File: src/sv/staq_pkg.sv
package staq_pkg;

	localparam int DEPTH       = 16;
	localparam int MAX_RESULTS = 16;
	localparam int AW          = $clog2(DEPTH);
	localparam int CW          = $clog2(DEPTH + 1);

	localparam logic [1:0] OP_ADD  = 2'd0;
	localparam logic [1:0] OP_KILL = 2'd1;
	localparam logic [1:0] OP_TICK = 2'd2;

	localparam logic [2:0] KIND_ADDED    = 3'd0;
	localparam logic [2:0] KIND_EXPIRED  = 3'd1;
	localparam logic [2:0] KIND_FULL     = 3'd2;
	localparam logic [2:0] KIND_KILLED   = 3'd3;
	localparam logic [2:0] KIND_NOTFOUND = 3'd4;
	localparam logic [2:0] KIND_FIRED    = 3'd5;

	typedef struct packed {
		logic [31:0] atime;
		logic [15:0] aref;
		logic [15:0] akey;
	} entry_t;

	typedef struct packed {
		logic          we;
		logic [AW-1:0] waddr;
		entry_t        wdata;
		logic [AW-1:0] raddr;
	} store_req_t;

	typedef enum logic [3:0] {
		ST_IDLE,
		ST_ADD_RD,
		ST_ADD_CHK,
		ST_ADD_INS,
		ST_MV_RD,
		ST_MV_WR,
		ST_KILL_RD,
		ST_KILL_CHK,
		ST_TICK_RD,
		ST_TICK_CHK,
		ST_FIRE_RD,
		ST_FIRE_WAIT,
		ST_EMIT
	} state_t;

endpackage

File: src/sv/staq_store.sv
module staq_store (
	input  logic                  clk,
	input  staq_pkg::store_req_t  req,
	output staq_pkg::entry_t      rdata
);

	staq_pkg::entry_t mem [staq_pkg::DEPTH];

	always_ff @(posedge clk) begin
		if (req.we) begin
			mem[req.waddr] <= req.wdata;
		end
		rdata <= mem[req.raddr];
	end

endmodule

File: src/sv/sorted_alarm_timer_queue.sv
// sorted alarm timer queue
// one request channel (in_valid/in_ready) carries op, now_time, trigger_time,
// alarm_ref and owner_key; one result channel (out_valid/out_ready) carries
// kind, fired_time, fired_ref, fired_key and last.
// the queue holds up to 16 alarms in a single-port-write, registered-read
// store, kept sorted by time. a small sequencer walks the store entry by
// entry (read, then compare or move), so every request is handled alone
// and in_ready is low until it is done.
// add: scan up to the slot, then shift the tail up.
// kill: scan for the key, then shift the tail down.
// tick with n due: count the due alarms, report them, then close the gap;
// a tick with nothing due gives no result.
// an unused op is dropped.
// results sit in an output register; a new request is taken while a result
// still waits there. when the receiver stalls, the sequencer holds at the
// step that reports the next result until the register frees up.
// reset empties the queue and clears out_valid; stored entries are not cleared.
module sorted_alarm_timer_queue (
	input  logic        clk,
	input  logic        arst_n,
	input  logic        in_valid,
	output logic        in_ready,
	input  logic [1:0]  op,
	input  logic [31:0] now_time,
	input  logic [31:0] trigger_time,
	input  logic [15:0] alarm_ref,
	input  logic [15:0] owner_key,
	output logic        out_valid,
	input  logic        out_ready,
	output logic [2:0]  kind,
	output logic [31:0] fired_time,
	output logic [15:0] fired_ref,
	output logic [15:0] fired_key,
	output logic        last
);

	staq_pkg::state_t state_q, state_d;

	logic [1:0]  op_q;
	logic [31:0] now_q;
	logic [31:0] trig_q;
	logic [15:0] ref_q;
	logic [15:0] key_q;

	logic [staq_pkg::CW-1:0] count_q;
	logic [staq_pkg::CW-1:0] idx_q;
	logic [staq_pkg::CW-1:0] pos_q;
	logic [staq_pkg::CW-1:0] nfire_q;
	logic [staq_pkg::CW-1:0] delta_q;
	logic                    up_q;

	logic [2:0]  res_kind_q;
	logic [31:0] res_time_q;
	logic [15:0] res_ref_q;
	logic [15:0] res_key_q;

	logic        out_valid_q;
	logic [2:0]  kind_q;
	logic [31:0] time_q;
	logic [15:0] oref_q;
	logic [15:0] okey_q;
	logic        last_q;

	staq_pkg::store_req_t req;
	staq_pkg::entry_t     rd;

	logic                    out_free;
	logic                    load_out;
	logic [staq_pkg::CW-1:0] idx_inc;
	logic [staq_pkg::CW-1:0] dst;
	logic                    at_end;
	logic                    tick_cap;
	logic                    fire_last;
	logic                    expired;
	logic                    full;

	staq_store u_store (
		.clk   (clk),
		.req   (req),
		.rdata (rd)
	);

	assign out_free  = !out_valid_q || out_ready;
	assign load_out  = out_free && ((state_q == staq_pkg::ST_FIRE_WAIT) ||
		(state_q == staq_pkg::ST_EMIT));
	assign idx_inc   = idx_q + 1'b1;
	assign at_end    = (idx_inc == count_q);
	assign tick_cap  = (int'(idx_inc) == staq_pkg::MAX_RESULTS);
	assign fire_last = (idx_inc == nfire_q);
	assign dst       = up_q ? idx_inc : (idx_q - delta_q);
	assign expired   = (trigger_time < now_time);
	assign full      = (int'(count_q) == staq_pkg::DEPTH);

	// next state
	always_comb begin
		state_d = state_q;
		case (state_q)
			staq_pkg::ST_IDLE: begin
				if (in_valid) begin
					case (op)
						staq_pkg::OP_ADD: begin
							if (expired || full) state_d = staq_pkg::ST_EMIT;
							else if (count_q == '0) state_d = staq_pkg::ST_ADD_INS;
							else state_d = staq_pkg::ST_ADD_RD;
						end
						staq_pkg::OP_KILL: begin
							if (count_q == '0) state_d = staq_pkg::ST_EMIT;
							else state_d = staq_pkg::ST_KILL_RD;
						end
						staq_pkg::OP_TICK: begin
							if (count_q == '0) state_d = staq_pkg::ST_IDLE;
							else state_d = staq_pkg::ST_TICK_RD;
						end
						default: state_d = staq_pkg::ST_IDLE;
					endcase
				end
			end
			staq_pkg::ST_ADD_RD: state_d = staq_pkg::ST_ADD_CHK;
			staq_pkg::ST_ADD_CHK: begin
				if (rd.atime < trig_q) begin
					state_d = at_end ? staq_pkg::ST_ADD_INS : staq_pkg::ST_ADD_RD;
				end else begin
					state_d = staq_pkg::ST_MV_RD;
				end
			end
			staq_pkg::ST_ADD_INS: state_d = staq_pkg::ST_EMIT;
			staq_pkg::ST_MV_RD: state_d = staq_pkg::ST_MV_WR;
			staq_pkg::ST_MV_WR: begin
				if (up_q) begin
					state_d = (idx_q == pos_q) ? staq_pkg::ST_ADD_INS : staq_pkg::ST_MV_RD;
				end else if (at_end) begin
					state_d = (op_q == staq_pkg::OP_KILL) ? staq_pkg::ST_EMIT
						: staq_pkg::ST_IDLE;
				end else begin
					state_d = staq_pkg::ST_MV_RD;
				end
			end
			staq_pkg::ST_KILL_RD: state_d = staq_pkg::ST_KILL_CHK;
			staq_pkg::ST_KILL_CHK: begin
				if (rd.akey == key_q) begin
					state_d = at_end ? staq_pkg::ST_EMIT : staq_pkg::ST_MV_RD;
				end else begin
					state_d = at_end ? staq_pkg::ST_EMIT : staq_pkg::ST_KILL_RD;
				end
			end
			staq_pkg::ST_TICK_RD: state_d = staq_pkg::ST_TICK_CHK;
			staq_pkg::ST_TICK_CHK: begin
				if (rd.atime <= now_q) begin
					state_d = (at_end || tick_cap) ? staq_pkg::ST_FIRE_RD
						: staq_pkg::ST_TICK_RD;
				end else begin
					state_d = (nfire_q == '0) ? staq_pkg::ST_IDLE : staq_pkg::ST_FIRE_RD;
				end
			end
			staq_pkg::ST_FIRE_RD: state_d = staq_pkg::ST_FIRE_WAIT;
			staq_pkg::ST_FIRE_WAIT: begin
				if (out_free) begin
					if (fire_last) begin
						state_d = (nfire_q == count_q) ? staq_pkg::ST_IDLE
							: staq_pkg::ST_MV_RD;
					end else begin
						state_d = staq_pkg::ST_FIRE_RD;
					end
				end
			end
			staq_pkg::ST_EMIT: begin
				if (out_free) state_d = staq_pkg::ST_IDLE;
			end
			default: state_d = staq_pkg::ST_IDLE;
		endcase
	end

	// outputs of the sequencer
	always_comb begin
		in_ready        = (state_q == staq_pkg::ST_IDLE);
		req.we          = 1'b0;
		req.waddr       = dst[staq_pkg::AW-1:0];
		req.wdata       = rd;
		req.raddr       = idx_q[staq_pkg::AW-1:0];
		case (state_q)
			staq_pkg::ST_MV_WR: begin
				req.we = 1'b1;
			end
			staq_pkg::ST_ADD_INS: begin
				req.we    = 1'b1;
				req.waddr = pos_q[staq_pkg::AW-1:0];
				req.wdata = '{atime: trig_q, aref: ref_q, akey: key_q};
			end
			default: begin
				req.we = 1'b0;
			end
		endcase
	end

	always_ff @(posedge clk or negedge arst_n) begin
		if (!arst_n) begin
			state_q     <= staq_pkg::ST_IDLE;
			count_q     <= '0;
			out_valid_q <= 1'b0;
		end else begin
			state_q <= state_d;
			if (load_out) out_valid_q <= 1'b1;
			else if (out_ready) out_valid_q <= 1'b0;
			case (state_q)
				staq_pkg::ST_IDLE: begin
					if (in_valid) begin
						op_q       <= op;
						now_q      <= now_time;
						trig_q     <= trigger_time;
						ref_q      <= alarm_ref;
						key_q      <= owner_key;
						idx_q      <= '0;
						pos_q      <= '0;
						nfire_q    <= '0;
						res_key_q  <= owner_key;
						if (op == staq_pkg::OP_KILL) begin
							res_kind_q <= staq_pkg::KIND_NOTFOUND;
							res_time_q <= '0;
							res_ref_q  <= '0;
						end else begin
							res_time_q <= trigger_time;
							res_ref_q  <= alarm_ref;
							if (expired) res_kind_q <= staq_pkg::KIND_EXPIRED;
							else if (full) res_kind_q <= staq_pkg::KIND_FULL;
							else res_kind_q <= staq_pkg::KIND_ADDED;
						end
					end
				end
				staq_pkg::ST_ADD_CHK: begin
					if (rd.atime < trig_q) begin
						idx_q <= idx_inc;
						pos_q <= idx_inc;
					end else begin
						pos_q <= idx_q;
						idx_q <= count_q - 1'b1;
						up_q  <= 1'b1;
					end
				end
				staq_pkg::ST_ADD_INS: begin
					count_q <= count_q + 1'b1;
				end
				staq_pkg::ST_MV_WR: begin
					if (up_q) begin
						if (idx_q != pos_q) idx_q <= idx_q - 1'b1;
					end else if (at_end) begin
						count_q <= count_q - delta_q;
					end else begin
						idx_q <= idx_inc;
					end
				end
				staq_pkg::ST_KILL_CHK: begin
					if (rd.akey == key_q) begin
						res_kind_q <= staq_pkg::KIND_KILLED;
						res_time_q <= rd.atime;
						res_ref_q  <= rd.aref;
						res_key_q  <= rd.akey;
						delta_q    <= staq_pkg::CW'(1);
						up_q       <= 1'b0;
						if (at_end) count_q <= count_q - 1'b1;
						else idx_q <= idx_inc;
					end else begin
						idx_q <= idx_inc;
					end
				end
				staq_pkg::ST_TICK_CHK: begin
					if (rd.atime <= now_q) begin
						nfire_q <= idx_inc;
						idx_q   <= (at_end || tick_cap) ? '0 : idx_inc;
					end else begin
						idx_q <= '0;
					end
				end
				staq_pkg::ST_FIRE_WAIT: begin
					if (out_free) begin
						kind_q      <= staq_pkg::KIND_FIRED;
						time_q      <= rd.atime;
						oref_q      <= rd.aref;
						okey_q      <= rd.akey;
						last_q      <= fire_last;
						if (fire_last) begin
							delta_q <= nfire_q;
							up_q    <= 1'b0;
							if (nfire_q == count_q) count_q <= '0;
							else idx_q <= nfire_q;
						end else begin
							idx_q <= idx_inc;
						end
					end
				end
				staq_pkg::ST_EMIT: begin
					if (out_free) begin
						kind_q      <= res_kind_q;
						time_q      <= res_time_q;
						oref_q      <= res_ref_q;
						okey_q      <= res_key_q;
						last_q      <= 1'b1;
					end
				end
				default: begin
					count_q <= count_q;
				end
			endcase
		end
	end

	assign out_valid  = out_valid_q;
	assign kind       = kind_q;
	assign fired_time = time_q;
	assign fired_ref  = oref_q;
	assign fired_key  = okey_q;
	assign last       = last_q;

endmodule

File: config.mk
export PLATFORM = sky130hd
export DESIGN_NAME = sorted_alarm_timer_queue
export DESIGN_NICKNAME = d
export VERILOG_FILES = /design/src/sv/staq_pkg.sv /design/src/sv/staq_store.sv /design/src/sv/sorted_alarm_timer_queue.sv
export SDC_FILE = /design/constraint.sdc
export NUM_CORES = 2
export LEC_CHECK = 0
export ABC_AREA = 1
export ABC_CLOCK_PERIOD_IN_PS = 10000
export BUFFER_PORTS_ARGS = -buffer_cell sky130_fd_sc_hd__clkbuf_2
export CAP_MARGIN = 40
export CORE_MARGIN = 2
export CORE_UTILIZATION = 55
export CTS_CLUSTER_SIZE = 24
export DETAILED_ROUTE_END_ITERATION = 16
export MAX_ROUTING_LAYER = met4
export PLACE_DENSITY = 0.75
export SYNTH_ARGS = -nofsm -noshare
export SYNTH_HDL_FRONTEND = slang
export SYNTH_SLANG_ARGS = --single-unit
File: constraint.sdc
create_clock -name clk -period 10 [get_ports clk]
set_clock_uncertainty 0.1 [all_clocks]
set_input_delay 1.5 -clock clk [delete_from_list [all_inputs] [get_ports clk]]
set_output_delay 1.5 -clock clk [all_outputs]
set_load 0.02 [all_outputs]
After elaboration in Yosys (flattened, before gate mapping). Memory sizes are Yosys's and may differ from the RTL's. A register that Yosys moved wholly into a read port is not among the register bits. Cells that the tools add are included.

RAM bits: 1024. Memories: 1. Bits of input ports: 102. Bits in registers: 264.

Magnitude comparators: 3. Eq/ne operators: 36. $add $sub $neg: 6. Muxes and demuxes: 95. Reductions and logical operators: 30.

Memory list: u_store.mem (depth 16, width 64, rd ports 1, clocked after Yosys merged registers in 1, write ports 1, RTL line staq_store.sv:7) `staq_pkg::entry_t mem [staq_pkg::DEPTH];`.

Operator list (number): two-way mux 32 bit (5); two-way mux 16 bit (9); case mux 16 bit (2 select lines) (4); case mux 32 bit (2 select lines) (2); two-way mux 5 bit (23); two-way mux 68 bit (1); less-than comparator 32 bit (2); two-way mux 4 bit (16); case mux 4 bit (13 select lines) (1); less-or-equal comparator 32 bit (1); case mux 5 bit (2 select lines) (3); case mux 5 bit (6 select lines) (1); two-way mux 3 bit (8); equality test 4 bit (second input constant) (5); equality test 5 bit (4); != test 2 bit (second input constant) (10); case mux 5 bit (4 select lines) (1); equality test 16 bit (1); equality test 4 x 3 -> 1 bit (second input constant) (4); case mux 3 bit (2 select lines) (2); case mux 4 bit (3 select lines) (1); AND reduction 4 bit (3); AND reduction 6 bit (2); nonzero test 2 bit (6); other kinds (29) (55).

Longest topological paths before layout.
Depth in word-level cells: 6. Mapped depth: 20.

Hierarchy. From an unflattened synthesis, not the netlist that was laid out.

Cells, all modules: 5778. Area, all modules: 59975.0 µm².

Modules (own cells, without submodules): staq_store (area an instance 45258.4 µm², times used 1, sequential area each 32030.7 µm², cells each 4210); sorted_alarm_timer_queue (area an instance 14716.6 µm², times used 1, sequential area each 7877.6 µm², cells each 1568).

Worst setup path before layout. OpenSTA, ideal clock, no wires.

Kind: input-to-reg. Start: in out_ready. End: reg okey_q[0], in the netlist fired_key[0] (enable). Data arrival time: 6.206 ns. Stages on the path: 2. Setup slack: 3.116 ns. Required time: 9.322 ns. Path through: nor2_1 nor3_1.

Word-level cells in the longest chain between the ends: 3. Elaborated cells between the ends (all ways): 4.

Ends and longest elaborated chain: start: declaration (RTL line sorted_alarm_timer_queue.sv:29) `input logic out_ready,`; logical OR 1 bit * (RTL line sorted_alarm_timer_queue.sv:83) `assign out_free = !out_valid_q || out_ready;`; != test 2 bit (no line); AND reduction 4 bit (no line) *; end signal: assignment (RTL line sorted_alarm_timer_queue.sv:278) `okey_q <= rd.akey;`; end signal: assignment (RTL line sorted_alarm_timer_queue.sv:295) `okey_q <= res_key_q;`; end: declaration (RTL line sorted_alarm_timer_queue.sv:61) `logic [15:0] okey_q;`.

Every way passes the cells marked *; elsewhere a longest branch is shown, timed or not. A chain may end at the register's enable or synchronous reset.

Worst setup path after layout.
Start: reg idx_q[1] (netlist name). End: mem u_store.mem[0][52] (netlist name) (enable).

Word-level cells in the longest chain between the ends: 3. Elaborated cells between the ends (all ways): 4.

Ends and longest elaborated chain: start: declaration (RTL line sorted_alarm_timer_queue.sv:46) `logic [staq_pkg::CW-1:0] idx_q;`; start signal: assignment (RTL line sorted_alarm_timer_queue.sv:231) `idx_q <= idx_inc;`; start signal: assignment (RTL line sorted_alarm_timer_queue.sv:235) `idx_q <= count_q - 1'b1;`; start signal: assignment (RTL line sorted_alarm_timer_queue.sv:244) `if (idx_q != pos_q) idx_q <= idx_q - 1'b1;`; adder 5 x 1 -> 5 bit / subtractor 4 bit (equally long branches) (RTL line sorted_alarm_timer_queue.sv:86, sorted_alarm_timer_queue.sv:90); two-way mux 4 bit * (RTL line sorted_alarm_timer_queue.sv:90) `assign dst = up_q ? idx_inc : (idx_q - delta_q);`; two-way mux 68 bit * (RTL line sorted_alarm_timer_queue.sv:180) `case (state_q)`; end: declaration (RTL line staq_store.sv:7).

Marked as above.

==> impl_results.md <==
- DRC errors left: 0
- HP Class: register to register
- Share of cells above drive strength 1: 12.21%
- Mapped Nets: around 4700
- First drt pass iteration count: 6
- WL per Instance: approximately 23 µm
- CP required: 10.25 ns
- Post-DRT Antenna Nets: 0
- Crit-path slowest cell: buf_4
- Chip width: 321.7 µm
- Clk Latency, worst-skew pair: 0.76 ns
- Maximum root-to-sink buffer count: 3
- Final Hold Viols: 0
- First-pass GRT wire length: 214300 µm
- Startpoint Class: register
- Crit path kind: register to register
- Leak Pwr: 22.79 nW
- Clock Sinks: 1352
- Syn Std Cell Area: ~56000 µm²
- Status: completed
- GRT Total Usage: between 20 and 30%
- Crit path max-delay family: buffers and inverters
- Post-synthesis adder-cell area fraction: 2.462%
- Vias in the first global route: around 36000
- Slew margin rel.: around a third
- I/O Buffers: about 170
- Starting density of the core: between 50% and 60%
- Via count: 36840
- TritonCTS buffer count: 138
- Area fraction in compound gates after synthesis: 11.38%
- GP Congestion: 0.8607
- Number of synthesis warnings: 0
- Final nets: approximately 4900
- Max Slew Vio Count: 0
- Mapped Cells: 4479
- CP Data Arrival Time: approximately 5.4 ns
- CTS H-Tree Depth: 4
- Worst path bufs/invs: 3
- Hpwl dp: around 83000 µm
- Post-cts resize count: 0
- Crit-path max FO: 73
- Setup Buffers After CTS: 0
- Crit-path most repeated cell: buf_4
- Via density: between 6 and 7
- CTS tree: yes
- Maximum VDD drop: roughly 0.00021 V
- Flops & latches, synth: 1352
- Final core occ: a little over three fifths
- XOR/XNOR Fraction of Synth Area: 0.4418%
- Most used DFF post-synth: edfxtp_1
- Most frequent cells in the layout: edfxtp_1, nand2_1, o21ai_0
- # hold bufs at CTS: 0
- Period Utilization, post-route: roughly half
- Fmax: about 200 MHz
- WL final: between 100000 and 150000 µm
- CTS clk-pin slew, worst paths: ~0.060 ns
- Die H: ~320 µm
- Syn_area_per_cell: 12.39 µm²
- Post-synthesis simple-gate area fraction: 9.585%
- Mux contribution to synthesized area: 0%
- Largest net degree at the start of global routing: about 240
- Layout area overhead: 13.93%
- Proportion of synthesized chip area in sequential cells: just over 70%
- Max capacitance violation total: 0
- Io pins: 172
- Root buffer cell: clkbuf_16
- Pwr Total: 18.43 mW
- Cell Chain, Critical Path: buf_4, buf_4, ha_1, nand2_2, nand2_4, nand2_1, a31oi_1, nand2_1, nor2_4, buf_4
- Grt ovf: 0
- # rows: approximately 120
- Async SR Flop Fraction: less than 1%
- Core ar.: 100000 µm²
- Setup violators final: 0
- RSZ-0062 raised after global routing: no
- Commonest non-fill, non-tap cell in the layout: edfxtp_1
- Post-synth EDFFs: 1278
- Post-synth cell types: 50
- Final min period: between 5 and 6 ns
- Power density over cell area: 291.5 nW/µm²
- Die area: ~100000 µm²
- Slowest stage delay, CP: around 0.85 ns
- Antenna violations before repair: 3
- Setup TNS: 0 ns
- Initial drt markers: 4115
- Worst Tran Pin Value: roughly 1 ns
- Largest family of logic cells by synthesized area: compound AO/OA/AOI/OAI gates
- Crit end category: register
## cell families (layout without fill, tap and decap cells)
| logic type | count (synthesis) | count (layout) |
|---|---|---|
| flops | 1352 | 1352 |
| simple gates | 1305 | 1305 |
| fa+ha+maj | 108 | 108 |
| buf+inv | 600 | 913 |
| xor+xnor | 28 | 28 |
| compound gates | 1086 | 1086 |
| other cells | 0 | 3 |
## cell usage after synthesis (9+ instances only)
cell type | n | area share (%)
edfxtp_1 | 1278 | 69
a32o_1 | 22 | 0.40
buf_2 | 60 | 0.54
dfxtp_1 | 64 | 2.3
nand3_1 | 189 | 1.7
a21oi_1 | 213 | 1.9
dfrtp_1 | 10 | 0.45
a2111oi_0 | 22 | 0.35
inv_1 | 338 | 2.3
nor2_1 | 324 | 2.2
a211oi_1 | 22 | 0.30
o21ai_0 | 548 | 4.9
xor2_1 | 18 | 0.28
buf_1 | 16 | 0.11
o22ai_1 | 118 | 1.3
o211ai_1 | 13 | 0.18
nor3_1 | 9 | 0.081
ha_1 | 106 | 2.4
xnor2_1 | 10 | 0.16
nand4_1 | 11 | 0.12
or2_2 | 10 | 0.11
clkbuf_1 | 170 | 1.1
o2111ai_1 | 106 | 1.7
nand2_1 | 727 | 4.9
## where the power goes
| part | internal [mW] | leakage, nW | switching [mW] |
|---|---|---|---|
| registers | 7.55 | 12.2 | 0.245 |
| logic | 1.48 | 8.34 | 3.93 |
| clock network | 3.06 | 2.25 | 2.17 |
| total | 12.1 | 22.8 | 6.34 |
## registers in the layout, indices dropped and copies added, names as in the netlist, 32 cells and up
signal / flops
fired_time: 32
u_store.mem: 1024
res_time_q: 32
trig_q: 32
now_q: 32
u_store.rdata: 64
## layout make-up
cell class | instances | area [µm²]
inverters | 350 | 1333
flip-flops and latches | 1352 | 39910
clock buffers | 195 | 3921
well taps | 1298 | 1624
fillers | 7099 | 36760
repair buffers | 312 | 2327
diodes | 3 | 7.507
clock inverters | 56 | 696.9
multi-input cells | 2527 | 13420
## routing by layer
metal	vias to the layer above	global-route usage [%]	part of all wire, %
met3	277	5.521	10
li1	16610	-	-
met1	18040	38.07	40
met4	0	9.107	2.6
met2	1909	43.48	47
met5	-	-	0
## worst paths after layout
check	end	start	slack (ns)	cells past startpoint
max in group asynchronous	count_q[2]	arst_n	8.92	1
max reg2reg	u_store.mem[0][52]	idx_q[1]	4.88	10
max	u_store.mem[0][52]	idx_q[1]	4.88	10
min	kind[0]	res_kind_q[0]	0.41	1
min in group asynchronous	state_q[2]	arst_n	0.58	1
min reg2reg	kind[0]	res_kind_q[0]	0.41	1
## metrics by stage
stage          hold WS, ns  area (µm²)  instances  setup WS (ns)
4_1_cts             0.4094       63230       6090          4.911
3_5_place_dp        0.3934       58610       5839          4.917
6_report            0.4080       63240       6093          4.879
3_3_place_gp        0.3856       57840       5790          4.741
5_1_grt             0.4428       63240       6093          4.638
2_1_floorplan       0.3818       55500       4479          3.116
No activity file was read; power rests on OpenSTA's default activity.
